[config.mk]
export PLATFORM = sky130hd
export DESIGN_NAME = fwh_front
export DESIGN_NICKNAME = d
export VERILOG_FILES = /design/src/rtl/fwh_pkg.sv /design/src/rtl/fwh_front.sv
export SDC_FILE = /design/constraint.sdc
export NUM_CORES = 1
export LEC_CHECK = 0
export BUFFER_PORTS_ARGS = -buffer_cell sky130_fd_sc_hd__buf_2
export CORE_ASPECT_RATIO = 2
export CORE_UTILIZATION = 50
export CTS_CLUSTER_DIAMETER = 120
export DETAILED_ROUTE_END_ITERATION = 10
export HOLD_SLACK_MARGIN = 0.05
export PLACE_DENSITY = 0.85
export SLEW_MARGIN = 20
export SYNTH_ARGS = -nofsm -noshare
export SYNTH_HDL_FRONTEND = slang
export SYNTH_SLANG_ARGS = --single-unit
[constraint.sdc]
create_clock -name clk -period 5.5 [get_ports clk]
set_input_delay 0.275 -clock clk [delete_from_list [all_inputs] [get_ports clk]]
set_output_delay 0.275 -clock clk [all_outputs]
set_load 0.1 [all_outputs]
[src/rtl/fwh_pkg.sv]
// Shared types for the fixed-width histogram core.
// Used by fwh_front, fwh_queue, fwh_back and the top level.
package fwh_pkg;

  localparam int unsigned CountOutBits = 32;
  localparam int unsigned BinBits      = 8;
  localparam int unsigned IdxBits      = 16;
  localparam int unsigned DivBits      = 32;
  localparam int unsigned DivStepBits  = 5;

  typedef enum logic {
    KIND_SAMPLE = 1'b0,
    KIND_READ   = 1'b1
  } kind_t;

  // One classified request handed from the front to the back. The bin is
  // wide enough for the largest bin count the core is built for.
  typedef struct packed {
    kind_t               kind;
    logic [IdxBits-1:0]  bin;
    logic                drop;
    logic                addr_ok;
  } fwh_req_t;

endpackage

[src/rtl/fwh_front.sv]
// Front part of the histogram core: accepts requests, divides samples.
// Depends on fwh_pkg; feeds fwh_queue.
module fwh_front import fwh_pkg::*; #(
  parameter int unsigned NUM_BINS = 256
) (
  input  logic                clk,
  input  logic                rst,
  input  logic                accept,
  input  logic                kind,
  input  logic signed [31:0]  sample_value,
  input  logic [BinBits-1:0]  read_bin,
  input  logic [30:0]         bucket_width,
  input  logic [8:0]          bucket_limit,
  output logic                busy,
  output logic                q_push,
  output fwh_req_t            q_data,
  input  logic                q_full
);

  typedef enum logic [1:0] {
    ST_IDLE,
    ST_DIV,
    ST_PUSH
  } state_t;

  state_t                 state;
  kind_t                  kind_r;
  logic                   neg;
  logic [BinBits-1:0]     rbin;
  logic [DivBits-1:0]     quo;
  logic [DivBits-1:0]     rem;
  logic [DivStepBits-1:0] step;

  logic [30:0]        w_eff;
  logic [DivBits-1:0] rem_sh;
  logic               fits;
  logic [16:0]        lim;
  logic               s_drop;

  assign w_eff  = (bucket_width == 31'd0) ? 31'd1 : bucket_width;
  assign rem_sh = {rem[DivBits-2:0], quo[DivBits-1]};
  assign fits   = (rem_sh >= {1'b0, w_eff});
  assign lim    = (17'(bucket_limit) > 17'(NUM_BINS)) ? 17'(NUM_BINS) : 17'(bucket_limit);
  assign s_drop = (neg && (quo != '0)) || (quo >= 32'(lim));

  assign busy   = (state != ST_IDLE);
  assign q_push = (state == ST_PUSH) && !q_full;

  always_comb begin
    q_data.kind    = kind_r;
    q_data.bin     = '0;
    q_data.drop    = 1'b0;
    q_data.addr_ok = 1'b0;
    if (kind_r == KIND_READ) begin
      q_data.bin     = IdxBits'(rbin);
      q_data.addr_ok = ({9'd0, rbin} < 17'(NUM_BINS));
    end else begin
      q_data.drop    = s_drop;
      q_data.bin     = s_drop ? '0 : quo[IdxBits-1:0];
      q_data.addr_ok = !s_drop;
    end
  end

  always_ff @(posedge clk) begin
    if (rst) begin
      state <= ST_IDLE;
    end else begin
      case (state)
        ST_IDLE: begin
          if (accept) begin
            kind_r <= kind_t'(kind);
            rbin   <= read_bin;
            neg    <= sample_value[31];
            quo    <= sample_value[31] ? (~sample_value + 32'd1) : sample_value;
            rem    <= '0;
            step   <= '0;
            state  <= (kind_t'(kind) == KIND_READ) ? ST_PUSH : ST_DIV;
          end
        end
        ST_DIV: begin
          rem   <= fits ? (rem_sh - {1'b0, w_eff}) : rem_sh;
          quo   <= {quo[DivBits-2:0], fits};
          step  <= step + 1'b1;
          if (step == DivStepBits'(DivBits - 1)) begin
            state <= ST_PUSH;
          end
        end
        ST_PUSH: begin
          if (!q_full) begin
            state <= ST_IDLE;
          end
        end
        default: state <= ST_IDLE;
      endcase
    end
  end

endmodule

* Yosys cells after proc, flatten, opt, wreduce, memory -nomap -nowiden
Cells that the tools add are included.
Word-level totals: latch bits 0, ROM bits 0, bits in registers 80, output and inout port bits 21, memories 0, input port bits 85, bits in writable memories 0
Operators by class: order comparisons 3, bitwise operators 2, shift-type cells 0, $mul 0, equal/unequal tests 6, $add $sub $neg 3, muxes and demuxes 19, divide/modulo/power cells 0, reduce and logical (&&, ||, !) cells 13
Operators by type and width (number):
- 31-bit 2-to-1 mux | 3
- 32-bit 2-to-1 mux | 2
- 32-bit one-hot mux with 2 select lines | 1
- 31-bit one-hot mux with 2 select lines | 1
- 32-bit by 1-bit adder with 32-bit output (second input constant) | 1
- 32-bit by 31-bit >= comparator with 1-bit output | 1
- 32-bit by 9-bit >= comparator with 1-bit output | 1
- 16-bit 2-to-1 mux | 2
- 32-bit NOT | 1
- 32-bit nonzero test | 1
- 31-bit zero test | 1
- 31-bit subtractor | 1
- 5-bit one-hot mux with 2 select lines | 1
- 9-bit > comparator (second input constant) | 1
- 9-bit 2-to-1 mux | 1
- 3-bit AND reduction | 3
- 2-bit 2-to-1 mux | 4
- 2-bit != test (second input constant) | 3
- 2-bit one-hot mux with 3 select lines | 1
- 5-bit by 1-bit adder with 5-bit output (second input constant) | 1
- 5-bit equality test (second input constant) | 1
- 5-bit 2-to-1 mux | 1
- 2-bit nonzero test | 2
- 2-bit by 1-bit equality test with 1-bit output (second input constant) | 1
- 7 further kinds | 10

* Logic depth before layout (Yosys ltp)
depth after elaboration 6, depth in mapped cells 16, depth with buffers taken out 14

* Least setup slack after synthesis
No wires, ideal clock.
kind register to register, start register state[1], end register quo[0], enable pin, arrival 5113 ps, clock period less this slack 5691 ps, stages on the path, launching flop included 3, required time 4922 ps, path slack -191 ps, cells stage by stage dfxtp_1 clkbuf_1 nor3_1
On the way: word-level cells in the longest chain between the ends 3, elaborated cells on any way between the ends 5, those cells by class 2 x eq/ne; 3 x reduce/logical
RTL lines:
- start, declared | line fwh_front.sv:26 | state_t state;
- start signal, assigned | line fwh_front.sv:77 | state <= (kind_t'(kind) == KIND_READ) ? ST_PUSH : ST_DIV;
- 2-bit by 1-bit equality test with 1-bit output or 2-bit zero test (tied branches) | line fwh_front.sv:68 | case (state)
- 2-bit nonzero test (no source line) or 2-bit != test (tied branches)
- 3-bit AND reduction (no source line) *
- end signal, assigned | line fwh_front.sv:74 | quo <= sample_value[31] ? (~sample_value + 32'd1) : sample_value;
- end signal, assigned | line fwh_front.sv:82 | quo <= {quo[DivBits-2:0], fits};
- end, declared | line fwh_front.sv:30 | logic [DivBits-1:0] quo;
Every way passes the cells marked *; elsewhere a longest branch is shown, timed or not. A chain may end at the register's enable or synchronous reset.

* Worst setup path in the final report
start input port bucket_width[19], end register rem[26], data pin
On the way: word-level cells in the longest chain between the ends 5, elaborated cells on any way between the ends 6, those cells by class 1 x add/sub; 1 x order compare; 3 x mux; 1 x reduce/logical
RTL lines:
- start, declared | line fwh_front.sv:12 | input logic [30:0] bucket_width,
- 31-bit zero test | line fwh_front.sv:40 | assign w_eff = (bucket_width == 31'd0) ? 31'd1 : bucket_width;
- 31-bit 2-to-1 mux * | line fwh_front.sv:40
- 31-bit subtractor or 32-bit by 31-bit >= comparator with 1-bit output (tied branches) | line fwh_front.sv:81, fwh_front.sv:42
- 31-bit 2-to-1 mux * | line fwh_front.sv:81 | rem <= fits ? (rem_sh - {1'b0, w_eff}) : rem_sh;
- 31-bit one-hot mux with 2 select lines * | line fwh_front.sv:68
- end signal, assigned | line fwh_front.sv:81
- end, declared | line fwh_front.sv:31 | logic [DivBits-1:0] rem;
Marks and branches as above.

==> results.py <==
metrics = {
    "run_status": {
        "outcome": "finished clean",
    },
    "timing": {
        "finalSetupTns_ns": 0,
        "rsz0062_at_grt": "false",
        "slew_violations": 0,
        "slew_headroom_pct": 39.97,
        "skew_ns": 0.01600,
        "hold_viol": 0,
        "fin_crit_ns": 4.088,
        "tightestPinTransition_ns": 0.9005,
        "max_clock_freq_mhz": 244.6,
        "setup_viol": 0,
        "layout_worst_path_cycle_share_pct": 74.33,
    },
    "logic_synthesis": {
        "avgSynthCellArea_um2": 8.538,
        "yosys_warnings": 0,
        "synthArstFlopShare_pct": 0,
        "synth-seq-cells": 80,
        "syn_inst": 755,
        "yosysSeqAreaShare_pct": 36.96,
        "synth_cell_types": 62,
        "synth_flop_cell": "edfxtp_1",
        "syn_area_mm2": 0.006446,
        "synth_edf_count": 78,
    },
    "setup_path": {
        "start_kind": "input port",
        "ff2ff_path_depth": 13,
        "critPathLaunch": "bucket_width[19]",
        "cp_slowest_cell": "nor4_1",
        "cp.arrival_ns": 4.18,
        "path_delay_family": "compound AO/OA/AOI/OAI gates",
        "crit_path_max_incr_delay_ns": 0.75,
        "worstReg2RegEnd": "rem[26]",
        "critPathKind": "input port to register",
        "r2r_start": "quo[31]",
        "crit_path_end": "rem[26]",
        "path_cells": "buf_2, nor4_1, nand4_1, o21bai_1, ha_1, inv_1, fa_1, a21o_1, a311o_1, o2111ai_1, nand2_1, a2111oi_0, or2_1, buf_4, mux2i_1, o211ai_1",
        "end_kind": "register",
        "critPathMaxFanout": 14,
        "cp.depth": 16,
        "crit_required_ns": 5.59,
        "critPathBufInv": 3,
        "r2r_slack_ns": 2.06,
    },
    "grt": {
        "grt_pass1_vias": 5922,
        "track_usage_pct": 27.56,
        "overflow": 0,
        "grt_pass1_wl_um": 27250,
        "grt_max_degree": 69,
        "grt_antenna_before_repair": 0,
    },
    "clock_tree": {
        "clkSinkCount": 80,
        "cts_resized": 0,
        "postCtsHoldBufs": 0,
        "path_clk_slew_ns": 0.07,
        "cts_tree": "done",
        "cts-htree-levels": 3,
        "numCtsBuffers": 9,
        "cts_root_buf": "clkbuf_16",
        "cts_setup_buffers": 0,
        "clk_latency_ns": 0.36,
        "cts_buffer_depth": 2,
    },
    "layout": {
        "drive_gt1_share_pct": 16.25,
        "area_delta_synth_final_pct": 13.53,
        "fin_cells": 987,
        "fin_nets": 961,
        "antenna_cells": 0,
    },
    "drt": {
        "drt-pass1-iter-count": 5,
        "post_drt_wl_per_cell_um": 17.64,
        "wl_um": 17420,
        "route.detailed.drc": 0,
        "antenna_left": 0,
        "vias_per_cell": 6.091,
        "via_count": 6012,
        "drt_iter0_markers": 368,
    },
    "die": {
        "die_h_um": 162.6,
        "num_rows": 58,
        "dieArea_mm2": 0.01338,
        "start_util_pct": 51.35,
        "ios": 106,
        "dieWidth_um": 82.29,
        "coreArea_mm2": 0.01255,
    },
    "power": {
        "powerDensity_mw_per_mm2": 263.5,
        "clockPowerShare_pct": 32.3,
        "internal_power_uw": 1273,
        "p_sw_share_pct": 33.98,
        "combPwrFrac_pct": 28.2,
        "switchingPower_uw": 655.2,
        "peakVddDrop_v": 0.0002206,
        "p_seq_share_pct": 39.5,
        "power_leakage_uw": 0.003072,
    },
    "placed_design": {
        "dp_hpwl_um": 13260,
        "placedCellCount": 971,
        "place.gp.congestion": 0.9994,
        "io_buffers": 98,
    },
    "flow_run": {
        "maxCapViolations": 0,
    },
    "min_path": {
        "hold_path.class": "input port to register",
    },
}
==> logic make-up after synthesis <==
group / count (synthesis) / synth area share (%)
and+or+nand+nor: 273 / 20.44
xor gates and xnor gates: 51 / 6.929
DFF: 80 / 36.96
muxes: 4 / 0.6405
adders and majority gates: 44 / 8.657
other: 1 / 0.05817
buffers and inverters: 95 / 6.133
AOI/OAI and AO/OA: 207 / 20.19
==> state kept, by name (all words and copies together), names as in the netlist <==
name    flops
kind_r      1
neg         1
quo        32
rbin        8
rem        31
state       2
step        5
==> power by group through the flow <==
stage	sequential, µW	combinational [µW]	clock (µW)
finish	761	544	623
global route	766	598	649
CTS	761	537	621
detailed placement	773	534	0
global placement	772	522	0
floorplan	760	397	0
==> layout make-up <==
class,instances,area [µm²]
multi-input combinational,586,3725
tap,150,187.7
fill,1135,5236
clock buffer,10,229.0
timing repair buffer,104,535.5
clock inverter,6,67.56
sequential,80,2382
inverter,51,191.4
==> worst min-delay path by stage <==
stage	start	endpoint	slack, ns	cells past startpoint
global placement	read_bin[0]	rbin[0]	0.45	1
finish	read_bin[3]	rbin[3]	0.1	1
floorplan	rst	state[1]	0.35	1
detailed placement	read_bin[3]	rbin[3]	0.45	1
global route	read_bin[6]	rbin[6]	0.09	1
CTS	read_bin[3]	rbin[3]	0.09	1
==> per-layer routing <==
layer,global-route usage [%],wire length [µm],vias to the layer above
met3,4.538,668,92
met5,0,0,-
li1,-,-,2890
met2,49.81,9444,235
met4,22.65,1449,0
met1,25.64,5852,2795
==> Yosys cell counts (11+ instances only) <==
| cell type | count | share of area [%] |
|---|---|---|
| nor2_1 | 40 | 2.3 |
| xor2_1 | 37 | 5.0 |
| o31ai_1 | 19 | 2.2 |
| xnor2_1 | 14 | 1.9 |
| edfxtp_1 | 78 | 36 |
| inv_1 | 50 | 2.9 |
| o21ai_0 | 59 | 4.6 |
| nor3_1 | 11 | 0.85 |
| nor4_1 | 17 | 1.6 |
| clkbuf_1 | 30 | 1.7 |
| a21o_1 | 18 | 2.1 |
| ha_1 | 43 | 8.3 |
| nand4_1 | 11 | 1.1 |
| nand3_1 | 25 | 1.9 |
| nand2_1 | 116 | 6.8 |
| a21oi_1 | 52 | 4.0 |
==> placed cells by master (no fill, tap or decap), types with 25 or more instances in the layout <==
master / synthesis / final
ha_1: 43 / 43
buf_2: 1 / 98
a21oi_1: 52 / 52
o21ai_0: 59 / 58
edfxtp_1: 78 / 78
inv_1: 50 / 50
nor2_1: 40 / 39
nand2_1: 116 / 116
nand3_1: 25 / 25
xor2_1: 37 / 37
==> per-stage QoR <==
| step | instance area, µm² | setup WS, ns | power [µW] | utilization, % | hold WS, ns |
|---|---|---|---|---|---|
| 6_report | 7318 | 1.412 | 1928 | 58.29 | 0.09620 |
| 2_1_floorplan | 6474 | 1.031 | 1157 | - | 0.3474 |
| 4_1_cts | 7310 | 1.589 | 1919 | 58.22 | 0.09430 |
| 3_5_place_dp | 7013 | 1.208 | 1307 | 55.86 | 0.4540 |
| 5_1_grt | 7318 | 1.005 | 2012 | 58.29 | 0.09119 |
| 3_3_place_gp | 7013 | 1.297 | 1294 | 55.86 | 0.4527 |
(Power assumes the default switching activity.)
