**src/rtl/fwh_pkg.sv**
```systemverilog
// Shared types for the fixed-width histogram core.
// Used by fwh_front, fwh_queue, fwh_back and the top level.
package fwh_pkg;

  localparam int unsigned CountOutBits = 32;
  localparam int unsigned BinBits      = 8;
  localparam int unsigned IdxBits      = 16;
  localparam int unsigned DivBits      = 32;
  localparam int unsigned DivStepBits  = 5;

  typedef enum logic {
    KIND_SAMPLE = 1'b0,
    KIND_READ   = 1'b1
  } kind_t;

  // One classified request handed from the front to the back. The bin is
  // wide enough for the largest bin count the core is built for.
  typedef struct packed {
    kind_t               kind;
    logic [IdxBits-1:0]  bin;
    logic                drop;
    logic                addr_ok;
  } fwh_req_t;

endpackage

```
**src/rtl/fwh_queue.sv**
```systemverilog
// Two-entry request queue between the front and the back.
// Depends on fwh_pkg for the request type.
module fwh_queue import fwh_pkg::*; (
  input  logic     clk,
  input  logic     rst,
  input  logic     push,
  input  fwh_req_t wdata,
  output logic     full,
  input  logic     pop,
  output fwh_req_t rdata,
  output logic     empty
);

  fwh_req_t   slots [2];
  logic       wptr;
  logic       rptr;
  logic [1:0] count;

  assign full  = (count == 2'd2);
  assign empty = (count == 2'd0);
  assign rdata = slots[rptr];

  always_ff @(posedge clk) begin
    if (push) begin
      slots[wptr] <= wdata;
    end
  end

  always_ff @(posedge clk) begin
    if (rst) begin
      wptr  <= 1'b0;
      rptr  <= 1'b0;
      count <= '0;
    end else begin
      if (push) begin
        wptr <= ~wptr;
      end
      if (pop) begin
        rptr <= ~rptr;
      end
      count <= count + {1'b0, push} - {1'b0, pop};
    end
  end

endmodule

```
**config.mk**
```make
export PLATFORM = sky130hd
export DESIGN_NAME = fwh_queue
export DESIGN_NICKNAME = d
export VERILOG_FILES = /design/src/rtl/fwh_pkg.sv /design/src/rtl/fwh_queue.sv
export SDC_FILE = /design/constraint.sdc
export NUM_CORES = 1
export LEC_CHECK = 0
export BUFFER_PORTS_ARGS = -buffer_cell sky130_fd_sc_hd__buf_2
export CAP_MARGIN = 20
export CORE_MARGIN = 3
export CORE_UTILIZATION = 45
export CTS_BUF_LIST = sky130_fd_sc_hd__clkbuf_8
export DETAILED_ROUTE_END_ITERATION = 8
export GPL_ROUTABILITY_DRIVEN = 1
export PLACE_DENSITY = 0.7
export SLEW_MARGIN = 0
export SYNTH_ARGS = -nofsm -noshare
export SYNTH_HDL_FRONTEND = slang
export SYNTH_SLANG_ARGS = --single-unit
```
**constraint.sdc**
```tcl
create_clock -name clk -period 2.9 [get_ports clk]
set_clock_uncertainty 0.15 [all_clocks]
set_input_delay 0.145 -clock clk [delete_from_list [all_inputs] [get_ports clk]]
set_output_delay 0.145 -clock clk [all_outputs]
set_load 0.01 [all_outputs]
```
==> Word-level counts from Yosys, hierarchy flattened <==
Memory sizes are Yosys's and may differ from the RTL's. A register that Yosys moved wholly into a read port is not among the register bits.
Index checks and enable logic that the tools add are counted.
{ "totals": {"register_bits": 4, "ramBits": 38, "elab_cells": 14, "memories": 1} }
{ "memory_table": {"columns": ["name", "depth", "width", "rd", "rd_clocked_by_memory_dff", "wr", "line", "rtl"], "rows": [
  ["slots", 2, 19, 1, 1, 1, "fwh_queue.sv:14", "fwh_req_t slots [2];"]
]} }
{ "op_classes": {"n_addsub": 2, "eq_ne": 1, "mux": 4, "bitwise": 2, "reduce_logical": 1} }
{ "op_table": {"columns": ["operator", "count"], "rows": [
  ["2-to-1 mux 1 bit", 4],
  ["adder 2 x 1 -> 2 bit", 1],
  ["== test 2 bit, second input constant", 1],
  ["logical NOT 2 bit", 1],
  ["inverter 1 bit", 2],
  ["subtractor 2 x 1 -> 2 bit", 1]
]} }

==> Longest topological paths before layout <==
Gate-level depths: netlist (run 1).
{ "logic_depth": {"depth_word": 3, "depth_mapped": 6, "depth_no_buf": 6} }

==> Worst setup path after synthesis (run 1) <==
OpenSTA, ideal clock, no wires.
{ "synth_path": {"path_type": "reg2reg", "start": "reg wptr", "end": "mem slots[0][0] in the netlist's numbering, enable pin", "setup_ps": 397, "arrival_time_ps": 1196, "t_required_ps": 2353, "setup_slack_ps": 1157, "path_stages_with_launch": 2, "path_buffers": 0, "synth_period_minus_slack_ps": 1743, "cell_sequence": "dfxtp_1 -> nor2b_1"} }
{ "synth_rtl": {"columns": ["element", "line", "rtl"], "rows": [
  ["from (decl)", "fwh_queue.sv:15", "logic wptr;"],
  ["from (signal assigned)", "fwh_queue.sv:36", "wptr <= ~wptr;"],
  ["to (decl)", "fwh_queue.sv:14", null]
]} }
Straight into the memory's write port.

==> results.md, run 1 <==
* First-pass detailed-route iteration total at 4
* Cells after Synth at 80
* PortBufs at 43
* Clock sinks at 43
* H-tree Lvls at 2
* Largest net degree at the start of global routing at 20
* Die Span Y at about 66 um
* Status: completed
* Total global routing overflow at 0
* Static Leak at 0.882 nW
* Max Clk Rate at between 500 and 600 MHz
* Comb pwr share at 15.3%
* Ys Warns at 0
* Fin. Hold Viols at 0
* Initial DRC count at 13
* Layout cells sized above 1 at between 40% and 50%
* Sequential share of power at roughly 57%
* Antenna-violating nets left at 0
* FF-to-FF End: slots[1][16]
* Layout Cells excl Fill at slightly below 200
* Register Area at 1240 sq um
* Worst r2r src: wptr
* CTS resizes at 0
* Netlist Area Pre-Place at about 1600 sq um
* Number of remaining DRC errors at 0
* Placer Congestion at approximately 0.63
* Shortest period the worst path allows at about 1.9 ns
* Crit Path Class: reg -> out
* FF-to-FF path depth at 1
* Core area at roughly 3400 sq um
* Net Sw Frac at a little over a fifth
* Post-Syn Area per Cell at 20.5 sq um
* Via count of the routed design at 892
* Startpoint Class: flip-flop
* Dpl cells at 168
* Final WL at 2.57 mm
* Clock Power Share at roughly 28%
* Fillers at between 200 and 300
* Vias per cell at 4.53
* Multi-input combinational cell area at 363 sq um
* Total CTS buffers at 5
* Yosys top cell by area: edfxtp_1
* Top cells by area, synth: edfxtp_1 70%, mux2_4 9.2%, mux2_2 6.2%
* Fin crit share at between 60 and 70%
* Syn_nets at approximately 110
* Final net count at 175
* # diodes at 0
* FF-to-FF setup slack at ~1.2 ns
* Most common cell after layout, fill and taps aside: buf_2
* Worst-path clk slew at roughly 0.070 ns
* Slew @ Worst Pin at just under 1 ns
* Critical path fanouts, max at 10
* Unrepaired setup endpoints after global routing: false
* Commonest non-fill, non-tap cells in the layout: 43 x buf_2, 38 x edfxtp_1, 21 x dlygate4sd3_1
* Cell internal pwr at between 1 and 1.5 mW
* Setup violators final at 0
* Area delta synth->final at 33.7%
* Die area at about 4400 sq um
* Max-slew violation count at 0
* Hold endpoint: wptr
* HP Class: in -> reg
* Setup_tns at 0 ns
* Crit end category: output pin
* Clock Tree Root: clkbuf_8
* NetSw at 0.283 mW
* Hold Crit Start: push
* Worst Hold Depth at 3
* Headroom to the max-slew limit at 34.9%
* Vias in the first global route at between 900 and 1,000
* Worst path required time at roughly 2.6 ns
* GRT Util Overall at roughly an eighth
* Max Buffers Root-to-Sink at 2
* Pwr dens at 597 nW/um^2
* Initial core utilization at between 40% and 50%
* Seq cells post-synth at 43
* CTS tree: done
* Critical Path AT at ~1.6 ns
* Clock Latency Late Sink at ~0.28 ns
* Distinct cells, synth at 13
* Synth top area share at between 60% and 70%
* Wire length per cell at 13.1 um
* Site row count at 21
* Max Cap Viol at 0
* Antenna violations before repair at 0
* IO Pins at 44
* Global-route wire length before repair at 4.00 mm
* Worst IR Drop VDD at between 0.3 and 0.4 mV
* Die X at 66.4 um
* Post-CTS setup buffer count at 0
* Register area share after synthesis at 75.7%
## worst max-delay path by stage
stage	endpoint	startpoint	cells after the start	slack [ns]
2_1_floorplan	slots[0][0]	wptr	1	1.16
3_3_place_gp	slots[1][9]	wptr	1	1.25
3_5_place_dp	slots[1][9]	wptr	1	1.20
4_1_cts	rdata[12]	flip-flop	3	0.95
5_1_grt	rdata[8]	flip-flop	3	0.90
6_report	rdata[12]	flip-flop	3	0.97
## state kept, by name, indices dropped and copies added, names as in the netlist, named ones only
name,count
slots,38
rptr,1
wptr,1
count,2
## cell families after synthesis
family        share of synthesized area, %
flops                                 75.7
mux                                   15.3
buf+inv                               2.36
simple gates                          2.67
xor+xnor                              2.44
fa+ha+maj                             1.53
## metrics by stage
| stage | worst slack (ns) | utilization, % | power [mW] | hold WS (ns) | cell area, sq um |
|---|---|---|---|---|---|
| floorplan | 1.16 | - | 0.872 | 0.0666 | 1640 |
| global placement | 1.25 | 55.4 | 0.931 | 0.184 | 1890 |
| detailed placement | 1.20 | 55.4 | 0.937 | 0.186 | 1890 |
| CTS | 0.948 | 64.2 | 1.33 | 0.00653 | 2190 |
| global route | 0.895 | 64.2 | 1.38 | 0.0562 | 2190 |
| finish | 0.973 | 64.2 | 1.31 | 0.0119 | 2190 |
## area by class of cell
type | instances | area share, %
repair buffers | 65 | 19.7
flip-flops and latches | 43 | 56.6
clock buffers | 6 | 3.76
clock inverters | 2 | 0.399
inverters | 2 | 0.342
well taps | 46 | 2.62
multi-input cells | 33 | 16.5
## critical path, stage by stage (launching register included)
cell,delay (ns)
dfxtp_1,0.59
buf_4,0.31
mux2_4,0.32
buf_2,0.14
## Yosys cell counts
library cell  instances
and2_1                1
ha_1                  2
nor2b_1               3
xnor2_1               2
xnor3_1               1
mux2_2                9
mux2_4               10
dfxtp_1               5
buf_6                 1
nor2_1                5
buf_12                1
edfxtp_1             38
inv_1                 2
## metal layers
layer	global-route usage (%)	part of all wire (%)	vias to the layer above
met1	13.6	41	419
met4	6.85	1.1	0
met5	0	0	-
li1	-	-	439
met3	3.91	6.8	2
met2	21.7	51	32
## power groups by stage
stage	Clock [mW]	Sequential (mW)	Combinational, mW
global route	0.412	0.744	0.219
detailed placement	0	0.755	0.182
finish	0.368	0.740	0.201
floorplan	0	0.746	0.126
CTS	0.384	0.741	0.205
global placement	0	0.753	0.178
## repair_timing
item | 4_1_cts | 5_1_grt
endpoints found under the hold margin | 43 | 0
endpoints found under the setup margin | 0 | 0
hold buffers | 21 | 0
Note: power is estimated with default switching activity, not from simulation.
==> inputs of run 2 (changes only) <==
PLACE_DENSITY = 0.73   (was 0.7)
clock period = 1.65 ns   (was 2.9 ns; I/O delays follow)
==> results.md, run 2 (synthesized netlist as in run 1, its figures left out) <==
* Fin. Hold Viols at 0 (unchanged)
* Clock sinks at 43 (unchanged)
* Wire length per cell at 12.8 um (was 13.1 um)
* Comb pwr share at 16.6% (was 15.3%)
* Fillers at 257 (was 277)
* Startpoint Class: flip-flop (unchanged)
* PortBufs at 43 (unchanged)
* Status: completed (unchanged)
* Dpl cell area at 1930 sq um (was 1890 sq um)
* CTS resizes at 0 (unchanged)
* Setup violators final at 0 (unchanged)
* Clock Latency Late Sink at 0.28 ns (about the same)
* Vias per cell at 4.54 (was 4.53)
* Max Clk Rate at between 600 and 700 MHz
* Clock Power Share at 26.6% (was 28.1%)
* Critical Path AT at 1.34 ns (was 1.63 ns)
* Slew @ Worst Pin at 0.191 ns (was 0.972 ns)
* Core area at 3420 sq um (unchanged)
* Placer Congestion at 0.584 (was 0.626)
* CTS tree: done (unchanged)
* Initial core utilization at 48.0% (unchanged)
* Via count of the routed design at 921 (was 892)
* Clock Tree Root: clkbuf_8 (unchanged)
* Antenna-violating nets left at 0 (unchanged)
* DPL Wire Length at around 1.8 mm
* Headroom to the max-slew limit at 87.3% (was 34.9%)
* Worst path required time at 1.42 ns (was 2.61 ns)
* H-tree Lvls at 2 (unchanged)
* Unrepaired setup endpoints after global routing: false (unchanged)
* Global-route wire length before repair at 4.22 mm (was 4.00 mm)
* Die X at 66.4 um (unchanged)
* Net Sw Frac at 22.1% (was 21.6%)
* Biggest registers after layout: slots (38), count (2) (unchanged)
* Max-slew violation count at 0 (unchanged)
* IO Pins at 44 (unchanged)
* Final instance area at 2230 sq um (was 2190 sq um)
* Pwr dens at 1020 nW/um^2 (was 597 nW/um^2)
* Vias in the first global route at 922 (was 929)
* NetSw at 0.502 mW (was 0.283 mW)
* Max reg flops at 38 (unchanged)
* Number of remaining DRC errors at 0 (unchanged)
* HP Class: in -> reg (unchanged)
* Antenna violations before repair at 0 (unchanged)
* Initial DRC count at 29 (was 13)
* Fin crit share at a little over nine tenths
* Sequential share of power at 56.8% (was 56.6%)
* Shortest period the worst path allows at 1.57 ns
* Critical path fanouts, max at 10 (unchanged)
* Die area at 4410 sq um (unchanged)
* # diodes at 0 (unchanged)
* Cell internal pwr at 1.77 mW (was 1.03 mW)
* Commonest non-fill, non-tap cells in the layout: 43 x buf_2, 38 x edfxtp_1, 22 x dlygate4sd3_1 (was 43 x buf_2, 38 x edfxtp_1, 21 x dlygate4sd3_1)
* Worst IR Drop VDD at 0.688 mV (was 0.396 mV)
* First-pass detailed-route iteration total at 4 (unchanged)
* Final WL at 2.60 mm (was 2.57 mm)
* Worst-path clk slew at 0.07 ns (about the same)
* Reg with most FFs: slots (unchanged)
* Layout cells sized above 1 at 48.4% (was 47.0%)
* Static Leak at 0.906 nW (was 0.882 nW)
* Total CTS buffers at 5 (unchanged)
* Final net count at 181 (was 175)
* GRT Util Overall at 13.3% (was 12.6%)
* Setup_tns at 0 ns (unchanged)
* Crit Path Class: reg -> out (unchanged)
* Largest net degree at the start of global routing at 14 (was 20)
* Area delta synth->final at 36.2% (was 33.7%)
* Die Span Y at 66.4 um (unchanged)
* Most common cell after layout, fill and taps aside: buf_2 (unchanged)
* Site row count at 21 (unchanged)
* Max Cap Viol at 0 (unchanged)
* Max Buffers Root-to-Sink at 2 (unchanged)
* Crit end category: output pin (unchanged)
* Total global routing overflow at 0 (unchanged)
[run 2: changes by cell type in the layout (fill, tap and decap cells not counted)]
cell | previous run | this run
buf_4 | 1 | 6
clkbuf_8 | 6 | 5
clkinvlp_4 | 0 | 1
dlygate4sd3_1 | 21 | 22
[run 2: final timing paths]
check                               start        to  slack (ns)  depth (start not counted)
worst max register to register   count[0]  count[1]        0.29                          6
worst max-delay path            flip-flop  rdata[7]        0.08                          3
worst min register to register       rptr      rptr        0.38                          2
worst min-delay path                 push  count[0]        0.04                          3
[run 2: per-stage QoR]
| step | worst slack [ns] | std cells | power (mW) | utilization [%] | hold WS [ns] |
|---|---|---|---|---|---|
| 3_3_place_gp | 0.343 | 173 | 1.65 | 56.5 | 0.120 |
| 3_5_place_dp | 0.293 | 173 | 1.66 | 56.5 | 0.124 |
| 4_1_cts | 0.0524 | 203 | 2.31 | 65.4 | 0.0437 |
| 5_1_grt | 0.0103 | 203 | 2.38 | 65.4 | 0.0798 |
| 6_report | 0.0756 | 203 | 2.28 | 65.4 | 0.0397 |
| 2_1_floorplan | 0.243 | 80 | 1.53 | - | 0.00411 |
[run 2: timing repair]
item,CTS,global route
endpoints found under the hold margin,43,0
setup buffers,0,0
hold buffers,22,0
[run 2: area by class of cell]
class	count	area (sq um)	share of cell area, %
Sequential cell	43	1240	55.5
Clock buffer	5	68.8	3.08
Multi-Input combinational cell	33	363	16.2
Tap cell	46	57.6	2.58
Clock inverter	3	16.3	0.728
Timing Repair Buffer	71	480	21.5
Inverter	2	7.51	0.336
[run 2: per-layer routing]
| metal | track usage, % | part of all wire, % | vias up |
|---|---|---|---|
| met2 | 23.3 | 53 | 33 |
| met4 | 4.57 | 0.42 | 0 |
| met5 | 0 | 0 | - |
| li1 | - | - | 451 |
| met1 | 14.7 | 40 | 435 |
| met3 | 4.76 | 6.6 | 2 |
[run 2: worst max-delay path, cell delays in order (launching register included)]
cell	delay (ns)
dfxtp_1	0.33
buf_4	0.23
mux2_2	0.36
buf_2	0.14
[run 2: power groups by stage]
| stage | Sequential (mW) | Clock [mW] | Combinational, mW |
|---|---|---|---|
| floorplan | 1.31 | 0 | 0.222 |
| global placement | 1.31 | 0 | 0.334 |
| detailed placement | 1.32 | 0 | 0.340 |
| CTS | 1.29 | 0.631 | 0.383 |
| global route | 1.30 | 0.666 | 0.414 |
| finish | 1.29 | 0.605 | 0.378 |
